## src/rtl/pidbb_pkg.sv

```systemverilog
// pidbb_pkg: widths, codes, shared types and the saturation helper for the
// heater controller with bang-bang zone. No dependencies.
package pidbb_pkg;

	localparam int TEMP_W   = 16;            // Q11.4 temperature
	localparam int ERR_W    = TEMP_W + 1;    // error and sample difference
	localparam int GAIN_W   = 16;            // Q8.8 gains, Q0.16 smoothing
	localparam int RANGE_W  = 15;
	localparam int DRIVE_W  = 8;
	localparam int ACC_W    = 32;            // integral and derivative state
	localparam int PE_W     = GAIN_W + 1 + ERR_W;
	localparam int OUT_FRAC = 12;            // P, I, D and their sum are Q.12
	localparam int SUM_W    = GAIN_W + 1 + ACC_W + 2;
	localparam int CFG_IDX_W = 3;
	localparam int CFG_W    = 16;

	localparam logic signed [63:0] ACC_MAX = 64'sd2147483647;
	localparam logic signed [63:0] ACC_MIN = -64'sd2147483648;

	typedef enum logic [1:0] {
		REGION_PID     = 2'd0,
		REGION_FULL_ON = 2'd1,
		REGION_OFF     = 2'd2,
		REGION_CLAMPED = 2'd3
	} region_t;

	typedef enum logic [CFG_IDX_W-1:0] {
		CFG_PROP_GAIN    = 3'd0,
		CFG_INTEG_GAIN   = 3'd1,
		CFG_DERIV_GAIN   = 3'd2,
		CFG_DERIV_SMOOTH = 3'd3,
		CFG_TARGET_TEMP  = 3'd4,
		CFG_FUNC_RANGE   = 3'd5,
		CFG_FULL_DRIVE   = 3'd6,
		CFG_DRIVE_MAX    = 3'd7
	} cfg_idx_t;

	// Request as it leaves the derivative stage
	typedef struct packed {
		logic signed [ERR_W-1:0] err;
		logic signed [PE_W-1:0]  pe;
		logic signed [ACC_W-1:0] d;
		logic                    far_high;
		logic                    far_low;
	} law_in_t;

	typedef struct packed {
		logic [DRIVE_W-1:0]      drive;
		region_t                 region;
		logic signed [ACC_W-1:0] integral;
		logic                    reentry;
	} law_out_t;

	function automatic logic signed [ACC_W-1:0] sat32(input logic signed [63:0] v);
		if (v > ACC_MAX) begin
			return ACC_MAX[ACC_W-1:0];
		end else if (v < ACC_MIN) begin
			return ACC_MIN[ACC_W-1:0];
		end
		return v[ACC_W-1:0];
	endfunction

endpackage

```

## src/rtl/pidbb_deriv.sv

```systemverilog
// pidbb_deriv: one update of the filtered derivative on the measurement.
// Depends on pidbb_pkg.
module pidbb_deriv (
	input  logic        [pidbb_pkg::GAIN_W-1:0] deriv_gain_scaled,
	input  logic        [pidbb_pkg::GAIN_W-1:0] deriv_smoothing,
	input  logic signed [pidbb_pkg::ERR_W-1:0]  diff,
	input  logic signed [pidbb_pkg::ACC_W-1:0]  d_prev,
	output logic signed [pidbb_pkg::ACC_W-1:0]  d_next
);

	logic signed [pidbb_pkg::GAIN_W:0]                      smooth_w;
	logic signed [pidbb_pkg::GAIN_W:0]                      gain_w;
	logic signed [pidbb_pkg::GAIN_W+pidbb_pkg::ACC_W:0]     decay_prod;
	logic signed [pidbb_pkg::ACC_W+pidbb_pkg::GAIN_W-16:0]  decayed;
	logic signed [pidbb_pkg::GAIN_W+pidbb_pkg::ERR_W:0]     fresh;

	always_comb begin
		smooth_w   = $signed({1'b0, deriv_smoothing});
		gain_w     = $signed({1'b0, deriv_gain_scaled});
		decay_prod = smooth_w * d_prev;
		// floor division by 2^16
		decayed    = $signed(decay_prod[pidbb_pkg::GAIN_W+pidbb_pkg::ACC_W:16]);
		fresh      = gain_w * diff;
		d_next     = pidbb_pkg::sat32(64'(decayed) + 64'(fresh));
	end

endmodule

```

## src/rtl/pidbb_law.sv

```systemverilog
// pidbb_law: zone selection and PID output law with conditional
// un-integration and integral saturation. Depends on pidbb_pkg.
module pidbb_law (
	input  pidbb_pkg::law_in_t                      req,
	input  logic signed [pidbb_pkg::ACC_W-1:0]       integral,
	input  logic                                     reentry,
	input  logic        [pidbb_pkg::GAIN_W-1:0]      integ_gain,
	input  logic        [pidbb_pkg::DRIVE_W-1:0]     full_drive,
	input  logic        [pidbb_pkg::DRIVE_W-1:0]     drive_max,
	output pidbb_pkg::law_out_t                      res
);

	logic signed [pidbb_pkg::ACC_W-1:0]            base;
	logic signed [pidbb_pkg::ACC_W-1:0]            cand;
	logic signed [pidbb_pkg::GAIN_W:0]             ig_w;
	logic signed [pidbb_pkg::GAIN_W+pidbb_pkg::ACC_W:0] ic;
	logic signed [pidbb_pkg::SUM_W-1:0]            sum;
	logic signed [pidbb_pkg::SUM_W-1:0]            top;

	always_comb begin
		// clear the integral when the band is re-entered
		base = reentry ? '0 : integral;
		cand = pidbb_pkg::sat32(64'(base) + 64'(req.err));
		ig_w = $signed({1'b0, integ_gain});
		ic   = ig_w * cand;
		sum  = pidbb_pkg::SUM_W'(req.pe) + pidbb_pkg::SUM_W'(ic)
			- pidbb_pkg::SUM_W'(req.d);
		top  = {{(pidbb_pkg::SUM_W-pidbb_pkg::DRIVE_W-pidbb_pkg::OUT_FRAC){1'b0}},
			drive_max, {pidbb_pkg::OUT_FRAC{1'b0}}};

		res.drive    = '0;
		res.region   = pidbb_pkg::REGION_PID;
		res.integral = integral;
		res.reentry  = reentry;
		if (req.far_high) begin
			res.drive   = full_drive;
			res.region  = pidbb_pkg::REGION_FULL_ON;
			res.reentry = 1'b1;
		end else if (req.far_low) begin
			res.region  = pidbb_pkg::REGION_OFF;
			res.reentry = 1'b1;
		end else begin
			res.reentry = 1'b0;
			if (sum > top) begin
				res.drive    = drive_max;
				res.region   = pidbb_pkg::REGION_CLAMPED;
				res.integral = (req.err > 0) ? base : cand;
			end else if (sum < 0) begin
				res.region   = pidbb_pkg::REGION_CLAMPED;
				res.integral = (req.err < 0) ? base : cand;
			end else begin
				res.drive    = sum[pidbb_pkg::OUT_FRAC +: pidbb_pkg::DRIVE_W];
				res.integral = cand;
			end
		end
	end

endmodule

```

## src/rtl/pid_with_bang_bang_zone.sv

```systemverilog
// pid_with_bang_bang_zone: heater controller, one drive value per temperature request.
// Stages: the sample register, the derivative stage and the output register; throughput one request
// per cycle, back to back, while out_ready is high.
// The output stage closes the integral loop (add, 17x32 multiply, sum, compare) with integral_q as its only register.
// Reset: configuration registers return to their defaults, integral/derivative/previous sample clear,
// the re-entry flag drops and the pipeline empties. Depends on pidbb_pkg, pidbb_deriv, pidbb_law.
module pid_with_bang_bang_zone (
	input  logic                                  clk,
	input  logic                                  arst_n,
	input  logic                                  cfg_we,
	input  logic [pidbb_pkg::CFG_IDX_W-1:0]       cfg_index,
	input  logic [pidbb_pkg::CFG_W-1:0]           cfg_data,
	input  logic                                  in_valid,
	output logic                                  in_ready,
	input  logic signed [pidbb_pkg::TEMP_W-1:0]   measured_temp,
	output logic                                  out_valid,
	input  logic                                  out_ready,
	output logic [pidbb_pkg::DRIVE_W-1:0]         drive,
	output logic [1:0]                            region
);

	// Configuration registers
	logic        [pidbb_pkg::GAIN_W-1:0]  prop_gain_q;
	logic        [pidbb_pkg::GAIN_W-1:0]  integ_gain_q;
	logic        [pidbb_pkg::GAIN_W-1:0]  deriv_gain_q;
	logic        [pidbb_pkg::GAIN_W-1:0]  deriv_smooth_q;
	logic signed [pidbb_pkg::TEMP_W-1:0]  target_q;
	logic        [pidbb_pkg::RANGE_W-1:0] range_q;
	logic        [pidbb_pkg::DRIVE_W-1:0] full_drive_q;
	logic        [pidbb_pkg::DRIVE_W-1:0] drive_max_q;

	// Controller state
	logic signed [pidbb_pkg::TEMP_W-1:0]  prev_temp_q;
	logic signed [pidbb_pkg::ACC_W-1:0]   deriv_q;
	logic signed [pidbb_pkg::ACC_W-1:0]   integral_q;
	logic                                 reentry_q;

	// Stage 1: captured sample, error and difference to the previous sample
	logic                                 valid_s1;
	logic signed [pidbb_pkg::ERR_W-1:0]   err_s1;
	logic signed [pidbb_pkg::ERR_W-1:0]   diff_s1;

	// Stage 2: derivative, proportional product and zone flags
	logic                                 valid_s2;
	pidbb_pkg::law_in_t                   law_in_s2;

	// Output register
	logic                                 out_valid_q;
	logic [pidbb_pkg::DRIVE_W-1:0]        drive_q;
	pidbb_pkg::region_t                   region_q;

	logic                                 in_fire;
	logic                                 s1_go;
	logic                                 s2_go;
	logic                                 out_fire;
	logic signed [pidbb_pkg::ERR_W-1:0]   err_in;
	logic signed [pidbb_pkg::ERR_W-1:0]   diff_in;
	logic signed [pidbb_pkg::ERR_W-1:0]   range_w;
	logic signed [pidbb_pkg::GAIN_W:0]    prop_w;
	logic signed [pidbb_pkg::ACC_W-1:0]   deriv_next;
	pidbb_pkg::law_in_t                   law_in_next;
	pidbb_pkg::law_out_t                  law_res;

	// Handshake: each stage moves on when the one after it is empty or leaving,
	// so a waiting result never blocks the stages behind it from filling.
	assign out_fire = out_valid_q & out_ready;
	assign s2_go    = valid_s2 & (~out_valid_q | out_ready);
	assign s1_go    = valid_s1 & (~valid_s2 | s2_go);
	assign in_ready = ~valid_s1 | s1_go;
	assign in_fire  = in_valid & in_ready;

	// Error is target minus measurement, one bit wider than the sample
	always_comb begin
		err_in  = pidbb_pkg::ERR_W'(target_q) - pidbb_pkg::ERR_W'(measured_temp);
		diff_in = pidbb_pkg::ERR_W'(measured_temp) - pidbb_pkg::ERR_W'(prev_temp_q);
		range_w = $signed({2'b00, range_q});
		prop_w  = $signed({1'b0, prop_gain_q});
	end

	pidbb_deriv u_deriv (
		.deriv_gain_scaled (deriv_gain_q),
		.deriv_smoothing   (deriv_smooth_q),
		.diff              (diff_s1),
		.d_prev            (deriv_q),
		.d_next            (deriv_next)
	);

	// Zone decision and the proportional product are settled a stage early
	always_comb begin
		law_in_next.err      = err_s1;
		law_in_next.pe       = prop_w * err_s1;
		law_in_next.d        = deriv_next;
		law_in_next.far_high = err_s1 > range_w;
		law_in_next.far_low  = err_s1 < -range_w;
	end

	pidbb_law u_law (
		.req        (law_in_s2),
		.integral   (integral_q),
		.reentry    (reentry_q),
		.integ_gain (integ_gain_q),
		.full_drive (full_drive_q),
		.drive_max  (drive_max_q),
		.res        (law_res)
	);

	// Configuration writes: take effect at once; the user writes only while idle (not enforced here)
	always_ff @(posedge clk or negedge arst_n) begin
		if (!arst_n) begin
			prop_gain_q    <= '0;
			integ_gain_q   <= '0;
			deriv_gain_q   <= '0;
			deriv_smooth_q <= '0;
			target_q       <= '0;
			range_q        <= pidbb_pkg::RANGE_W'(160);
			full_drive_q   <= '1;
			drive_max_q    <= '1;
		end else if (cfg_we) begin
			case (pidbb_pkg::cfg_idx_t'(cfg_index))
				pidbb_pkg::CFG_PROP_GAIN:    prop_gain_q    <= cfg_data;
				pidbb_pkg::CFG_INTEG_GAIN:   integ_gain_q   <= cfg_data;
				pidbb_pkg::CFG_DERIV_GAIN:   deriv_gain_q   <= cfg_data;
				pidbb_pkg::CFG_DERIV_SMOOTH: deriv_smooth_q <= cfg_data;
				pidbb_pkg::CFG_TARGET_TEMP:  target_q       <= $signed(cfg_data);
				pidbb_pkg::CFG_FUNC_RANGE:   range_q        <= cfg_data[pidbb_pkg::RANGE_W-1:0];
				pidbb_pkg::CFG_FULL_DRIVE:   full_drive_q   <= cfg_data[pidbb_pkg::DRIVE_W-1:0];
				pidbb_pkg::CFG_DRIVE_MAX:    drive_max_q    <= cfg_data[pidbb_pkg::DRIVE_W-1:0];
				default: begin
				end
			endcase
		end
	end

	// Stage valid bits and controller state
	always_ff @(posedge clk or negedge arst_n) begin
		if (!arst_n) begin
			valid_s1    <= 1'b0;
			valid_s2    <= 1'b0;
			out_valid_q <= 1'b0;
			prev_temp_q <= '0;
			deriv_q     <= '0;
			integral_q  <= '0;
			reentry_q   <= 1'b0;
		end else begin
			if (in_fire) begin
				valid_s1    <= 1'b1;
				prev_temp_q <= measured_temp;
			end else if (s1_go) begin
				valid_s1 <= 1'b0;
			end

			// Advance the derivative as the request leaves stage 1
			if (s1_go) begin
				valid_s2 <= 1'b1;
				deriv_q  <= deriv_next;
			end else if (s2_go) begin
				valid_s2 <= 1'b0;
			end

			// Commit the integral and re-entry flag as the result is registered
			if (s2_go) begin
				out_valid_q <= 1'b1;
				integral_q  <= law_res.integral;
				reentry_q   <= law_res.reentry;
			end else if (out_fire) begin
				out_valid_q <= 1'b0;
			end
		end
	end

	// Payload registers: hold while the next stage is busy
	always_ff @(posedge clk) begin
		if (in_fire) begin
			err_s1  <= err_in;
			diff_s1 <= diff_in;
		end
		if (s1_go) begin
			law_in_s2 <= law_in_next;
		end
		if (s2_go) begin
			drive_q  <= law_res.drive;
			region_q <= law_res.region;
		end
	end

	assign out_valid = out_valid_q;
	assign drive     = drive_q;
	assign region    = region_q;

endmodule
```

## config.mk

```make
export PLATFORM = sky130hd
export DESIGN_NAME = pid_with_bang_bang_zone
export DESIGN_NICKNAME = d
export VERILOG_FILES = /design/src/rtl/pidbb_pkg.sv /design/src/rtl/pidbb_deriv.sv /design/src/rtl/pidbb_law.sv /design/src/rtl/pid_with_bang_bang_zone.sv
export SDC_FILE = /design/constraint.sdc
export NUM_CORES = 2
export LEC_CHECK = 0
export BUFFER_PORTS_ARGS = -buffer_cell sky130_fd_sc_hd__buf_2
export CAP_MARGIN = 10
export CELL_PAD_IN_SITES_DETAIL_PLACEMENT = 1
export CELL_PAD_IN_SITES_GLOBAL_PLACEMENT = 2
export CORE_ASPECT_RATIO = 1.5
export CORE_MARGIN = 3
export CORE_UTILIZATION = 35
export DETAILED_ROUTE_END_ITERATION = 16
export MAX_ROUTING_LAYER = met4
export PLACE_DENSITY = 0.72
export REMOVE_ABC_BUFFERS = 1
export SLEW_MARGIN = 5
export SYNTH_ARGS = -nofsm -noshare
export SYNTH_HDL_FRONTEND = slang
export SYNTH_SLANG_ARGS = --single-unit
```

## constraint.sdc

```tcl
create_clock -name clk -period 21.2 [get_ports clk]
set_input_delay 2.12 -clock clk [delete_from_list [all_inputs] [get_ports clk]]
set_output_delay 2.12 -clock clk [all_outputs]
set_load 0.03 [all_outputs]
```

==> impl_metrics.ini <==
[worst_hold_path]
min_delay_worst_endpoint = prev_temp_q[3]$_DFFE_PN0P_
hold_depth = 2
min_from = prev_temp_q[3]$_DFFE_PN0P_
min_path_type = reg2reg

[layout]
drive_above_1_share = 0.0543
final_nets = 10189
syn2layout_area_growth_pct = 7.01
fillers = 24520
fin_area_mm2 = 0.0797
post-route-util = 0.378

[drt]
drcViolationCount = 0
first_pass_iters = 5
via_count = 54671
wire_per_inst_um = 23.6
via_per_inst = 5.02
drtAntennaViolNets = 0
drt_wl_total_mm = 257
first_iter_violations = 2197

[grt]
antenna_found_initial = 22
grt-ovfl-total = 0
grt_pass1_vias = 63750
grt_first_pass_wirelength_mm = 397
grt_max_degree = 80
grt_use_total = 0.249

[floorplanning]
start_util = 0.353
pin_count = 52
rows = 206
die_w_um = 383
die_h_um = 571
die_area_mm2 = 0.218
core-area_mm2 = 0.211

[placed_design]
portBuffers = 51
place_hpwl_mm = 214
postPlaceCellArea_mm2 = 0.0780
gp_congestion = 0.902

[worst_setup_path]
r2r_slack_ns = 5.72
rr_worst_depth = 44
arrival_ns = 15.72
end_kind = flip-flop
crit_family = adder cells
crit_top_cell = fa_1
critPathRequiredTime_ns = 21.44
path_class = reg2reg
regToRegStartpoint = deriv_smooth_q[10]$_DFFE_PN0P_
crit_slowest_cell = dfrtp_1
critPathMaxStageDelay_ns = 0.95
critPathMaxFanout = 18
startpoint_type = flip-flop
r2r_end = law_in_s2[13]$_DFFE_PP_
worst-path-buf-inv = 9

[run]
cap_violations = 0

[timing]
period_share = 0.730
drv_slew = 0
tns_ns = 0
rsz0062_at_grt = false
finalHoldViolCount = 0
fin_crit_ns = 15.48
slew_headroom = 0.267
tightest_slew_ns = 1.09
setup_viol = 0
whs_ns = 0.475
fmax_ghz = 0.0646
fin_worst_skew_ns = 0.0344

[cts]
hold_buffers = 0
cts_resized = 0
path_clk_slew_ns = 0.06
cts_sinks = 324
worstSkewPairLatency_ns = 0.65
cts_buffers = 46
cts_setup_buffers = 0
tritoncts = built
clock_path_buffers = 3
htree_levels = 2
root_buffer = clkbuf_16

[synth]
synthTopCellsByArea = fa_1 41%, inv_1 10%, ha_1 10%
synth.avg_cell_area_um2 = 9.16
synth_ff_type = dfrtp_1
synthArstFlopShare = 0.602
syn_area_mm2 = 0.0745
yosysMostFrequentCell = inv_1
yosysWarnings = 0
seq_area_frac_synth = 0.118
postSynthCellCount = 8126
yosysUniqueCellTypes = 86
netlist.area_leader.share = 0.408
yosys_register_bits = 324
synth-edff-count = 129
synthTopCellsByCount = 2065 x inv_1, 1518 x fa_1, 1098 x nand2_1, 624 x and2_1, 603 x ha_1
yosysTopAreaCell = fa_1

[status]
outcome = completed
==> worst max path at each step <==
stage | from | endpoint | slack [ns] | cells past startpoint
floorplan | deriv_smooth_q[10]$_DFFE_PN0P_ | law_in_s2[11]$_DFFE_PP_ | 8.37 | 42
global placement | deriv_q[5]$_DFFE_PN0P_ | law_in_s2[13]$_DFFE_PP_ | 5.99 | 41
detailed placement | deriv_smooth_q[10]$_DFFE_PN0P_ | law_in_s2[13]$_DFFE_PP_ | 5.76 | 41
CTS | deriv_smooth_q[10]$_DFFE_PN0P_ | law_in_s2[13]$_DFFE_PP_ | 5.66 | 44
global route | deriv_smooth_q[10]$_DFFE_PN0P_ | law_in_s2[13]$_DFFE_PP_ | 4.97 | 41
finish | deriv_smooth_q[10]$_DFFE_PN0P_ | law_in_s2[13]$_DFFE_PP_ | 5.72 | 44
==> cell usage in the layout (no fill, tap or decap), drive strengths merged, types with 9 or more instances in the layout <==
cell	n
xor2	57
edfxtp	129
and2	625
clkbuf	59
or3	19
nor3	58
o21a	43
a21boi	20
buf	167
bufinv	9
diode	11
a31oi	33
ha	603
fa	1518
nor2	159
a21oi	194
nand2	1098
nand2b	55
a21o	71
o211ai	15
nand4	42
o31ai	23
or2	13
dfstp	18
nand3	42
nor2b	71
inv	2068
o21ai	163
mux2	120
xnor2	107
dfrtp	177
a211o	10
a22o	26
a311oi	12
clkinv	10
a211oi	23
o21bai	25
mux2i	19
nor4	20
and3	23
==> worst min-delay path, cell delays in order, from the launching register on <==
cell and delay (ns):
dfrtp_1 0.34, nand2_1 0.05, o21ai_0 0.06
==> registers in the layout (all words and copies together) (netlist names), 2 cells and up <==
| signal | cells |
|---|---|
| target_q | 16 |
| err_s1 | 17 |
| law_in_s2 | 85 |
| drive_max_q | 8 |
| integ_gain_q | 16 |
| region | 2 |
| deriv_gain_q | 16 |
| range_q | 15 |
| prev_temp_q | 16 |
| diff_s1 | 17 |
| prop_gain_q | 16 |
| drive | 8 |
| deriv_smooth_q | 16 |
| deriv_q | 32 |
| full_drive_q | 8 |
| integral_q | 32 |
==> cell type report <==
type / instances / area [µm²] / area share
multi-input cells: 5424 / 56800 / 0.712
flip-flops and latches: 324 / 8790 / 0.110
inverters: 2065 / 7750 / 0.0973
well taps: 2808 / 3510 / 0.0441
clock buffers: 59 / 1290 / 0.0162
repair buffers: 167 / 1140 / 0.0143
clock inverters: 27 / 395 / 0.00496
diodes: 11 / 27.5 / 0.000345
==> cells by family (layout without fill, tap and decap cells) <==
family	Yosys count	after routing	share of synthesized area
flops	324	324	0.118
mux	139	139	0.0208
buf+inv	2378	2318	0.120
xor+xnor	164	164	0.0194
compound gates	737	737	0.0647
other cells	0	11	0
fa+ha+maj	2127	2127	0.510
simple gates	2257	2257	0.147
==> metrics by stage <==
step	setup slack (ns)	instances
2_1_floorplan	8.37	7813
3_3_place_gp	5.99	10788
3_5_place_dp	5.76	10788
4_1_cts	5.66	10874
5_1_grt	4.97	10881
6_report	5.72	10885
==> metal layers <==
metal / up-vias / share of wire / global-route usage
met2: 843 / 0.56 / 0.473
met1: 29184 / 0.35 / 0.251
met3: 468 / 0.021 / 0.0152
met4: 0 / 0.071 / 0.139
li1: 24176 / - / -
met5: - / 0 / -
Power is not shown: default switching activity piles up to over one toggle a cycle in this logic, so the estimate is an artifact.
